## src/rtl/iokt_pkg.sv

```systemverilog
// Package: types, codes and defaults for the insertion-ordered key table.
`timescale 1ns / 1ps

package iokt_pkg;

  // Default number of entries
  localparam int CAPACITY_DEF = 16;

  // Operation codes
  localparam logic [2:0] OP_PUT    = 3'd0;
  localparam logic [2:0] OP_DELETE = 3'd1;
  localparam logic [2:0] OP_CLEAR  = 3'd2;
  localparam logic [2:0] OP_START  = 3'd3;
  localparam logic [2:0] OP_NEXT   = 3'd4;

  // Result status codes
  localparam logic [1:0] ST_OK      = 2'd0;
  localparam logic [1:0] ST_DUP     = 2'd1;
  localparam logic [1:0] ST_MISSING = 2'd2;
  localparam logic [1:0] ST_FULL    = 2'd3;

  // Input beat
  typedef struct packed {
    logic [2:0]         opcode;
    logic signed [31:0] key;
    logic signed [31:0] value;
  } in_item_t;

  // Result beat
  typedef struct packed {
    logic [1:0]         status;
    logic signed [31:0] out_value;
    logic               iter_done;
    logic               table_empty;
  } out_item_t;

endpackage

```

## src/rtl/insertion_ordered_key_table.sv

```systemverilog
// Insertion-ordered key table: sequencer over one key/value memory with one key comparator.
// Steps: clear, iterator ops on a done/empty table and unused codes go straight to the
//   response step; iterator ops that report a value first read the entry at the cursor;
//   put/delete read and compare each entry in turn, and a delete then moves each later entry down.
// Throughput: one beat at a time; the next beat is taken once the result is registered.
// Reset: rst_n (sync, active low) clears count, cursor and handshake state and sets the done flag;
//   the key/value memory is not cleared, only entries below the count are ever used.
`timescale 1ns / 1ps

module insertion_ordered_key_table #(
  parameter int CAPACITY = iokt_pkg::CAPACITY_DEF
) (
  input  logic                clk,
  input  logic                rst_n,
  input  logic                in_valid,
  output logic                in_ready,
  input  iokt_pkg::in_item_t  in_data,
  output logic                out_valid,
  input  logic                out_ready,
  output iokt_pkg::out_item_t out_data
);

  localparam int IW = $clog2(CAPACITY);
  localparam int CW = IW + 1;

  typedef enum logic [5:0] {
    S_IDLE  = 6'b000001,
    S_RD    = 6'b000010,
    S_CMP   = 6'b000100,
    S_MV_RD = 6'b001000,
    S_MV_WR = 6'b010000,
    S_RESP  = 6'b100000
  } state_t;

  state_t state_r, state_nxt;

  // Item and entry state
  logic [2:0]         op_r, op_nxt;
  logic signed [31:0] key_r, key_nxt;
  logic signed [31:0] val_r, val_nxt;
  logic [IW-1:0]      idx_r, idx_nxt;
  logic [CW-1:0]      count_r, count_nxt;
  logic [CW-1:0]      cursor_r, cursor_nxt;
  logic               done_r, done_nxt;
  logic [1:0]         res_status_r, res_status_nxt;
  logic signed [31:0] res_val_r, res_val_nxt;
  logic               out_valid_r, out_valid_nxt;
  iokt_pkg::out_item_t out_data_r, out_data_nxt;

  // Memory ports
  logic signed [31:0] key_mem [CAPACITY];
  logic signed [31:0] val_mem [CAPACITY];
  logic signed [31:0] key_rd_r, val_rd_r;
  logic               wr_en;
  logic [IW-1:0]      wr_addr;
  logic signed [31:0] wr_key, wr_val;

  logic [CW-1:0] idx_inc;
  logic [CW-1:0] cursor_inc;
  logic          in_fire;

  assign in_ready  = (state_r == S_IDLE);
  assign in_fire   = in_valid && in_ready;
  assign out_valid = out_valid_r;
  assign out_data  = out_data_r;
  assign idx_inc   = {1'b0, idx_r} + CW'(1);
  assign cursor_inc = (cursor_r < CW'(CAPACITY)) ? (cursor_r + CW'(1)) : cursor_r;

  // Memory: one write port, one registered read port at the scan index
  always_ff @(posedge clk) begin
    if (wr_en) begin
      key_mem[wr_addr] <= wr_key;
      val_mem[wr_addr] <= wr_val;
    end
    key_rd_r <= key_mem[idx_r];
    val_rd_r <= val_mem[idx_r];
  end

  // Sequencer
  always_comb begin
    state_nxt      = state_r;
    op_nxt         = op_r;
    key_nxt        = key_r;
    val_nxt        = val_r;
    idx_nxt        = idx_r;
    count_nxt      = count_r;
    cursor_nxt     = cursor_r;
    done_nxt       = done_r;
    res_status_nxt = res_status_r;
    res_val_nxt    = res_val_r;
    out_valid_nxt  = out_valid_r;
    out_data_nxt   = out_data_r;
    wr_en          = 1'b0;
    wr_addr        = idx_r;
    wr_key         = key_rd_r;
    wr_val         = val_rd_r;

    if (out_valid_r && out_ready) begin
      out_valid_nxt = 1'b0;
    end

    unique case (state_r)
      S_IDLE: begin
        if (in_fire) begin
          op_nxt         = in_data.opcode;
          key_nxt        = in_data.key;
          val_nxt        = in_data.value;
          idx_nxt        = '0;
          res_status_nxt = iokt_pkg::ST_OK;
          res_val_nxt    = '0;
          state_nxt      = S_RESP;
          if (in_data.opcode == iokt_pkg::OP_PUT) begin
            if (count_r != '0) begin
              state_nxt = S_RD;
            end else begin
              // empty table: append at once
              wr_en     = 1'b1;
              wr_addr   = '0;
              wr_key    = in_data.key;
              wr_val    = in_data.value;
              count_nxt = count_r + CW'(1);
            end
          end else if (in_data.opcode == iokt_pkg::OP_DELETE) begin
            if (count_r != '0) begin
              state_nxt = S_RD;
            end else begin
              res_status_nxt = iokt_pkg::ST_MISSING;
            end
          end else if (in_data.opcode == iokt_pkg::OP_CLEAR) begin
            count_nxt  = '0;
            cursor_nxt = '0;
            done_nxt   = 1'b1;
          end else if (in_data.opcode == iokt_pkg::OP_START) begin
            cursor_nxt = '0;
            done_nxt   = (count_r == '0);
            if (count_r != '0) begin
              state_nxt = S_RD;
            end
          end else if (in_data.opcode == iokt_pkg::OP_NEXT) begin
            if (!done_r) begin
              cursor_nxt = cursor_inc;
              done_nxt   = (cursor_inc >= count_r);
              if (cursor_inc < count_r) begin
                idx_nxt   = cursor_inc[IW-1:0];
                state_nxt = S_RD;
              end
            end
          end
        end
      end

      S_RD: begin
        state_nxt = S_CMP;
      end

      S_CMP: begin
        state_nxt = S_RESP;
        if (op_r == iokt_pkg::OP_START || op_r == iokt_pkg::OP_NEXT) begin
          res_val_nxt = val_rd_r;
        end else if (key_rd_r == key_r) begin
          // key hit
          if (op_r == iokt_pkg::OP_PUT) begin
            res_status_nxt = iokt_pkg::ST_DUP;
          end else begin
            res_val_nxt = val_rd_r;
            if (idx_inc < count_r) begin
              idx_nxt   = idx_inc[IW-1:0];
              state_nxt = S_MV_RD;
            end else begin
              count_nxt = count_r - CW'(1);
            end
          end
        end else if (idx_inc < count_r) begin
          idx_nxt   = idx_inc[IW-1:0];
          state_nxt = S_RD;
        end else if (op_r == iokt_pkg::OP_PUT) begin
          // miss over the whole table
          if (count_r >= CW'(CAPACITY)) begin
            res_status_nxt = iokt_pkg::ST_FULL;
          end else begin
            wr_en     = 1'b1;
            wr_addr   = count_r[IW-1:0];
            wr_key    = key_r;
            wr_val    = val_r;
            count_nxt = count_r + CW'(1);
          end
        end else begin
          res_status_nxt = iokt_pkg::ST_MISSING;
        end
      end

      S_MV_RD: begin
        state_nxt = S_MV_WR;
      end

      // Move the entry at idx down by one
      S_MV_WR: begin
        wr_en   = 1'b1;
        wr_addr = idx_r - IW'(1);
        if (idx_inc < count_r) begin
          idx_nxt   = idx_inc[IW-1:0];
          state_nxt = S_MV_RD;
        end else begin
          count_nxt = count_r - CW'(1);
          state_nxt = S_RESP;
        end
      end

      S_RESP: begin
        if (!out_valid_r || out_ready) begin
          out_valid_nxt          = 1'b1;
          out_data_nxt.status    = res_status_r;
          out_data_nxt.out_value = res_val_r;
          out_data_nxt.iter_done = done_r;
          out_data_nxt.table_empty = (count_r == '0);
          state_nxt              = S_IDLE;
        end
      end

      default: begin
        state_nxt = S_IDLE;
      end
    endcase
  end

  // Control registers
  always_ff @(posedge clk) begin
    if (!rst_n) begin
      state_r     <= S_IDLE;
      count_r     <= '0;
      cursor_r    <= '0;
      done_r      <= 1'b1;
      out_valid_r <= 1'b0;
    end else begin
      state_r     <= state_nxt;
      count_r     <= count_nxt;
      cursor_r    <= cursor_nxt;
      done_r      <= done_nxt;
      out_valid_r <= out_valid_nxt;
    end
  end

  // Payload registers
  always_ff @(posedge clk) begin
    op_r         <= op_nxt;
    key_r        <= key_nxt;
    val_r        <= val_nxt;
    idx_r        <= idx_nxt;
    res_status_r <= res_status_nxt;
    res_val_r    <= res_val_nxt;
    out_data_r   <= out_data_nxt;
  end

`ifndef SYNTHESIS
  // One beat at a time
  a_one_at_a_time: assert property (@(posedge clk) disable iff (!rst_n)
    in_fire |=> !in_ready)
    else $error("input taken while an item is in progress");

  // Count never passes capacity
  a_count_bound: assert property (@(posedge clk) disable iff (!rst_n)
    count_r <= CW'(CAPACITY))
    else $error("entry count above capacity");

  // A result only appears out of the response step
  a_result_src: assert property (@(posedge clk) disable iff (!rst_n)
    $rose(out_valid_r) |-> $past(state_r == S_RESP))
    else $error("result raised outside response step");

  // Writes only at or below the current count
  a_write_bound: assert property (@(posedge clk) disable iff (!rst_n)
    wr_en |-> ({1'b0, wr_addr} <= count_r))
    else $error("memory write beyond the filled region");
`endif

endmodule
```

## config.mk

```make
export PLATFORM = sky130hd
export DESIGN_NAME = insertion_ordered_key_table
export DESIGN_NICKNAME = d
export VERILOG_FILES = /design/src/rtl/iokt_pkg.sv /design/src/rtl/insertion_ordered_key_table.sv
export SDC_FILE = /design/constraint.sdc
export NUM_CORES = 1
export LEC_CHECK = 0
export BUFFER_PORTS_ARGS = -buffer_cell sky130_fd_sc_hd__buf_4
export CORE_ASPECT_RATIO = 0.6
export CORE_MARGIN = 2
export CORE_UTILIZATION = 45
export CTS_CLUSTER_DIAMETER = 40
export CTS_CLUSTER_SIZE = 25
export DETAILED_ROUTE_END_ITERATION = 8
export SLEW_MARGIN = 20
export SYNTH_ARGS = -nofsm -noshare
export SYNTH_HDL_FRONTEND = slang
export SYNTH_SLANG_ARGS = --single-unit
```

## constraint.sdc

```tcl
create_clock -name clk -period 9.4 [get_ports clk]
set_input_delay 1.88 -clock clk [delete_from_list [all_inputs] [get_ports clk]]
set_output_delay 1.88 -clock clk [all_outputs]
set_load 0.05 [all_outputs]
```

**Word-level counts from Yosys, hierarchy flattened**

Memory sizes are Yosys's and may differ from the RTL's. A register that Yosys moved wholly into a read port is not among the register bits.
Cells that the tools add are included.

- RAM bits: 1024
- Input bits: 71
- Memories kept: 2
- Word-level logic and storage cells: 186
- Output and inout bits: 38
- Register bits: 159

- Bitwise operators: 2
- Reduce and logical (&&, ||, !) cells: 21
- Order comparisons: 5
- Muxes and demuxes: 108
- $add $sub $neg: 5
- Equality and inequality tests: 28

Memory list:

| memory | words | bits a word | read ports | clocked after Yosys merged registers in | write ports | line | text |
|---|---|---|---|---|---|---|---|
| key_mem | 16 | 32 | 1 | 1 | 1 | insertion_ordered_key_table.sv:51 | `logic signed [31:0] key_mem [CAPACITY];` |
| val_mem | 16 | 32 | 1 | 1 | 1 | insertion_ordered_key_table.sv:52 | `logic signed [31:0] val_mem [CAPACITY];` |

Operators with widths:

| kind | number |
|---|---|
| $mux 32 | 20 |
| $pmux 32 s2 | 3 |
| $mux 6 | 15 |
| $mux 5 | 17 |
| $mux 4 | 20 |
| $pmux 6 s6 | 1 |
| $eq 32x32->1 | 1 |
| $ne 3x3->1 const B | 9 |
| $pmux 4 s3 | 2 |
| $mux 2 | 10 |
| $mux 1 | 17 |
| $pmux 5 s3 | 1 |
| $reduce_and 6->1 | 2 |
| $add 5x1->5 const B | 2 |
| $lt 5x5->1 | 2 |
| $reduce_and 10->1 | 1 |
| $eq 3x2->1 const B | 3 |
| $reduce_and 4->1 | 2 |
| $eq 3x3->1 const B | 2 |
| $eq 6x1->1 const B | 1 |
| $eq 6x2->1 const B | 1 |
| $eq 6x3->1 const B | 1 |
| $eq 6x4->1 const B | 1 |
| $eq 6x5->1 const B | 1 |
| 25 further kinds | 34 |

**Depth between registers and ports, before layout**

- Word-level depth: 12
- Mapped depth: 14
- Gate-level depth less buffers: 12

**Worst setup path before layout**

No wires, ideal clock.

- Kind: in2reg
- Start point: input port in_valid
- End point: memory key_mem[8][0], enable pin
- Path buffers: 1
- Arrival time: 8.320 ns
- Library setup time: 0.578 ns
- Slack: 0.502 ns
- Cell stages on the path: 8
- Data required time: 8.822 ns
- Path through: nand3b_1 -> nor2_8 -> and3_1 -> o22ai_1 -> a21oi_1 -> o311ai_1 -> buf_2 -> nor3b_1

- Longest elaborated chain between the ends: 5
- Elaborated cells between the ends (all ways): 7
- Classes of those cells: mux: 6; reduce/logical: 1

Ends and longest elaborated chain:

| element | line | text |
|---|---|---|
| start, declared | insertion_ordered_key_table.sv:15 | `input logic in_valid,` |
| $logic_and 1x1->1 (*) | insertion_ordered_key_table.sv:63 | `assign in_fire = in_valid && in_ready;` |
| $mux 1 | insertion_ordered_key_table.sv:104 | `if (in_fire) begin` |
| $pmux 1 s3 | insertion_ordered_key_table.sv:102 | `unique case (state_r)` |
| $mux 1 | insertion_ordered_key_table.sv:71 | `if (wr_en) begin` |
| $mux 1 (implied by the code) | insertion_ordered_key_table.sv:72 | `key_mem[wr_addr] <= wr_key;` |
| end, declared | insertion_ordered_key_table.sv:51 |  |

Mark *: on every way between the ends. The rest lies on a longest branch, timed or not.

**Final worst setup path**

- Start point: register idx_r[1]
- End point: memory val_mem[5][16], enable pin

- Longest elaborated chain between the ends: 8
- Elaborated cells between the ends (all ways): 18
- Classes of those cells: add/sub: 2; order compare: 1; mux: 15

Ends and longest elaborated chain:

| element | line | text |
|---|---|---|
| start, declared | insertion_ordered_key_table.sv:41 | `logic [IW-1:0] idx_r, idx_nxt;` |
| start signal, assigned | insertion_ordered_key_table.sv:248 | `idx_r <= idx_nxt;` |
| $add 4x1->5 | insertion_ordered_key_table.sv:66 | `assign idx_inc = {1'b0, idx_r} + CW'(1);` |
| $lt 5x5->1 | insertion_ordered_key_table.sv:173 | `end else if (idx_inc < count_r) begin` |
| $mux 1 | insertion_ordered_key_table.sv:173 |  |
| $mux 1 | insertion_ordered_key_table.sv:160 | `end else if (key_rd_r == key_r) begin` |
| $mux 1 | insertion_ordered_key_table.sv:158 | `if (op_r == iokt_pkg::OP_START \|\| op_r == iokt_pkg::OP_NEXT) begin` |
| $pmux 1 s3 | insertion_ordered_key_table.sv:102 |  |
| $mux 1 | insertion_ordered_key_table.sv:71 |  |
| $mux 1 (implied by the code) | insertion_ordered_key_table.sv:73 | `val_mem[wr_addr] <= wr_val;` |
| end, declared | insertion_ordered_key_table.sv:52 |  |

Parallel ways exist; a longest one is shown, timed or not.

==> run_results.csv <==
group,metric,value,unit
outcome,status,"finished clean",
cts,cts_buffers,110,
floorplanning,initial_core_util,0.453,
timing,slew_viol_final,0,
timing,setup_viol,0,
layout,final_common_cell,"edfxtp_1",
timing,worstMarginPinSlew,1.14,ns
yosys,netlist.area_leader.share,0.735,
route,antenna_left,0,
route,wl,108000,um
yosys,synth_area,0.0476,mm^2
power,ir_worst_vdd,190,uV
cts,cts_tree,"built",
yosys,synth_edf_count,1165,
route,drt-vias-per-instance,5.87,
floorplanning,chipWidth,424,um
yosys,synth-compound-area-share,0.0229,
route,first_pass_iters,5,
floorplanning,ioPinCount,109,
place,gp_congestion,0.823,
global_route,grt_pass1_wl,160000,um
floorplanning,rows,92,
yosys,yosysWarnings,0,
yosys,synth_top_family_by_area,"multiplexers",
timing,whs,0.418,ns
floorplanning,die_area,0.108,mm^2
layout,seqCellArea,0.0366,mm^2
cts,cts_root_buf,"clkbuf_16",
place,dp_hpwl,57200,um
layout,layout_common_cells,"1165 x edfxtp_1, 320 x mux4_2, 147 x buf_4",
critical_path,path_buf_inv,4,
yosys,syn_inst,2206,
cts,cts_setup_buffers,0,
critical_path,cp-end-kind,"register",
timing,setup_tns,0,ns
route,drc,0,
critical_path,slowest_stage,"buf_4",
critical_path,cp_max_fo,60,
layout,finalNetCount,2446,
yosys,ys.flop_type,"edfxtp_1",
cts,clk_latency,0.72,ns
timing,max_freq,156,MHz
yosys,syn_area_per_cell,21.6,um^2
layout,n_fill_cell,8196,
power,internal-power,9.04,mW
timing,final_hold_viol_count,0,
critical_path,critical_path_class,"register to register",
global_route,grt_max_degree,153,
critical_path,start_kind,"register",
timing,rsz0062_at_grt,"no",
yosys,yosys.area_share.simple,0.0336,
yosys,synthMuxAreaShare,0.152,
job,maxCapViolations,0,
yosys,synth_top_cell_by_area,"edfxtp_1",
cts,clk_path_buf_depth,3,
layout,area_delta_synth_final,14.0,%
power,swShare,0.232,
power,power.density,217,mW/mm^2
critical_path,slowest_delay,0.74,ns
critical_path,crit_required,9.73,ns
layout,drive_gt1_frac,0.290,
worst_hold_path,hold_path.class,"register to register",
cts,clk_pin_slew,0.07,ns
timing,fin_crit_sh,0.680,
power,power.leakage,17.3,nW
floorplanning,coreArea,0.105,mm^2
global_route,grt_usage,0.202,
yosys,synth_xor_area_frac,0.00773,
place,io_buffers,108,
power,total_power,11.8,mW
timing,skew,0.0284,ns
cts,cts_hold_buf,0,
cts,h-tree-depth,3,
timing,finalCriticalPeriod,6.39,ns
yosys,async_flop_share,0,
layout,final_util,0.517,
critical_path,arrival,6.72,ns
yosys,ys_seq_elements,1247,
yosys,synthAdderAreaFrac,0.00368,
power,power_frac_comb,0.056,
power,power_frac_clock,0.408,
global_route,first_global_vias,23300,
power,power.share.sequential,0.536,
yosys,post_synth_num_cell_types,69,
critical_path,cpMostUsedCell,"buf_4",
route,wl_per_cell,28.0,um
global_route,antenna_found_initial,3,
critical_path,path_delay_family,"buffers and inverters",
yosys,ys_seq_area_frac,0.769,
critical_path,crit_chain,"buf_4, inv_1, ha_1, ha_1, o211ai_1, o21ai_0, o21ai_1, nor4_2, a21oi_2, nand4_1, nor3b_4, buf_4, buf_4",
yosys,synth_nets,2291,
global_route,overflow,0,
route,drt_iter0_markers,2965,
layout,multi_input_area,0.0106,mm^2
cts,cts.sinks,1247,
timing,layout_setup_ws,3.01,ns
power,switchingPower,2.73,mW
yosys,ys_top_cells_by_area,"edfxtp_1 73%, mux4_2 15%, dfxtp_1 3.4%",
route,via_count,22700,
place,pre_cts_ws,3.04,ns
floorplanning,die_h,256,um
timing,maxSlewHeadroom,0.238,
cts,cts-resized-gates,0,
==> final cells by class <==
class	count	area share
flip-flops and latches	1247	0.675
multi-input cells	829	0.196
clock buffers	122	0.0521
well taps	1410	0.0325
repair buffers	156	0.0233
clock inverters	84	0.0202
inverters	17	0.00118
diodes	1	0.0000461
==> state kept, by name, summed over array words and instances, names as in the netlist, 2 cells and up <==
| register | cells |
|---|---|
| key_mem | 512 |
| val_mem | 512 |
| out_data | 36 |
| key_r | 32 |
| key_rd_r | 32 |
| res_val_r | 32 |
| val_r | 32 |
| val_rd_r | 32 |
| state_r | 6 |
| count_r | 5 |
| cursor_r | 5 |
| idx_r | 4 |
| op_r | 3 |
| res_status_r | 2 |
==> per-stage QoR <==
stage	area, um^2	cells
finish	54300	3866
global route	54300	3865
CTS	54300	3864
detailed placement	50300	3658
global placement	50300	3658
floorplan	47600	2206
==> power by group through the flow <==
| stage | sequential [mW] | combinational (mW) | clock (mW) |
|---|---|---|---|
| 2_1_floorplan | 6.43 | 0.434 | 0 |
| 6_report | 6.31 | 0.660 | 4.80 |
| 3_5_place_dp | 6.44 | 0.667 | 0 |
| 4_1_cts | 6.31 | 0.668 | 4.90 |
| 5_1_grt | 6.32 | 0.719 | 5.12 |
| 3_3_place_gp | 6.43 | 0.644 | 0 |
==> worst paths after layout <==
check	startpoint	endpoint	slack [ns]	depth (start not counted)
min	res_val_r[17]	out_data[19]	0.42	0
max reg2reg	idx_r[1]	val_mem[5][16]	3.01	13
max	idx_r[1]	val_mem[5][16]	3.01	13
min reg2reg	res_val_r[17]	out_data[19]	0.42	0
==> cells by family after synthesis <==
| kind of cell | Yosys count |
|---|---|
| flip-flops | 1247 |
| AND/OR/NAND/NOR | 300 |
| buffers and inverters | 130 |
| XOR/XNOR | 42 |
| multiplexers | 322 |
| adder cells (fa/ha/maj) | 14 |
| AO/OA/AOI/OAI | 151 |
==> metal layers <==
layer  vias up  share of wire  track usage
li1       9521              -            -
met5         -              0            0
met4         0          0.016       0.0435
met3       130          0.065       0.0362
met1     12300           0.47        0.318
met2       774           0.45        0.295
==> cells in the mapped netlist (all sizes together) (2+ instances only) <==
| master | count |
|---|---|
| a2111oi | 3 |
| a211oi | 7 |
| a21o | 7 |
| a21oi | 22 |
| a221oi | 2 |
| a22oi | 66 |
| a31o | 3 |
| a31oi | 3 |
| and2 | 37 |
| and3 | 4 |
| buf | 52 |
| clkbuf | 61 |
| dfxtp | 82 |
| edfxtp | 1165 |
| ha | 14 |
| inv | 17 |
| mux2i | 2 |
| mux4 | 320 |
| nand2 | 147 |
| nand2b | 4 |
| nand3 | 12 |
| nand3b | 4 |
| nand4 | 12 |
| nor2 | 29 |
| nor2b | 5 |
| nor3 | 15 |
| nor3b | 8 |
| nor4 | 6 |
| nor4b | 4 |
| o211ai | 5 |
| o21ai | 14 |
| o22ai | 4 |
| o311ai | 2 |
| o31ai | 2 |
| o32ai | 5 |
| or3 | 4 |
| or3b | 2 |
| or4 | 2 |
| xnor2 | 38 |
| xor2 | 4 |
Note: power is estimated with default switching activity, not from simulation.
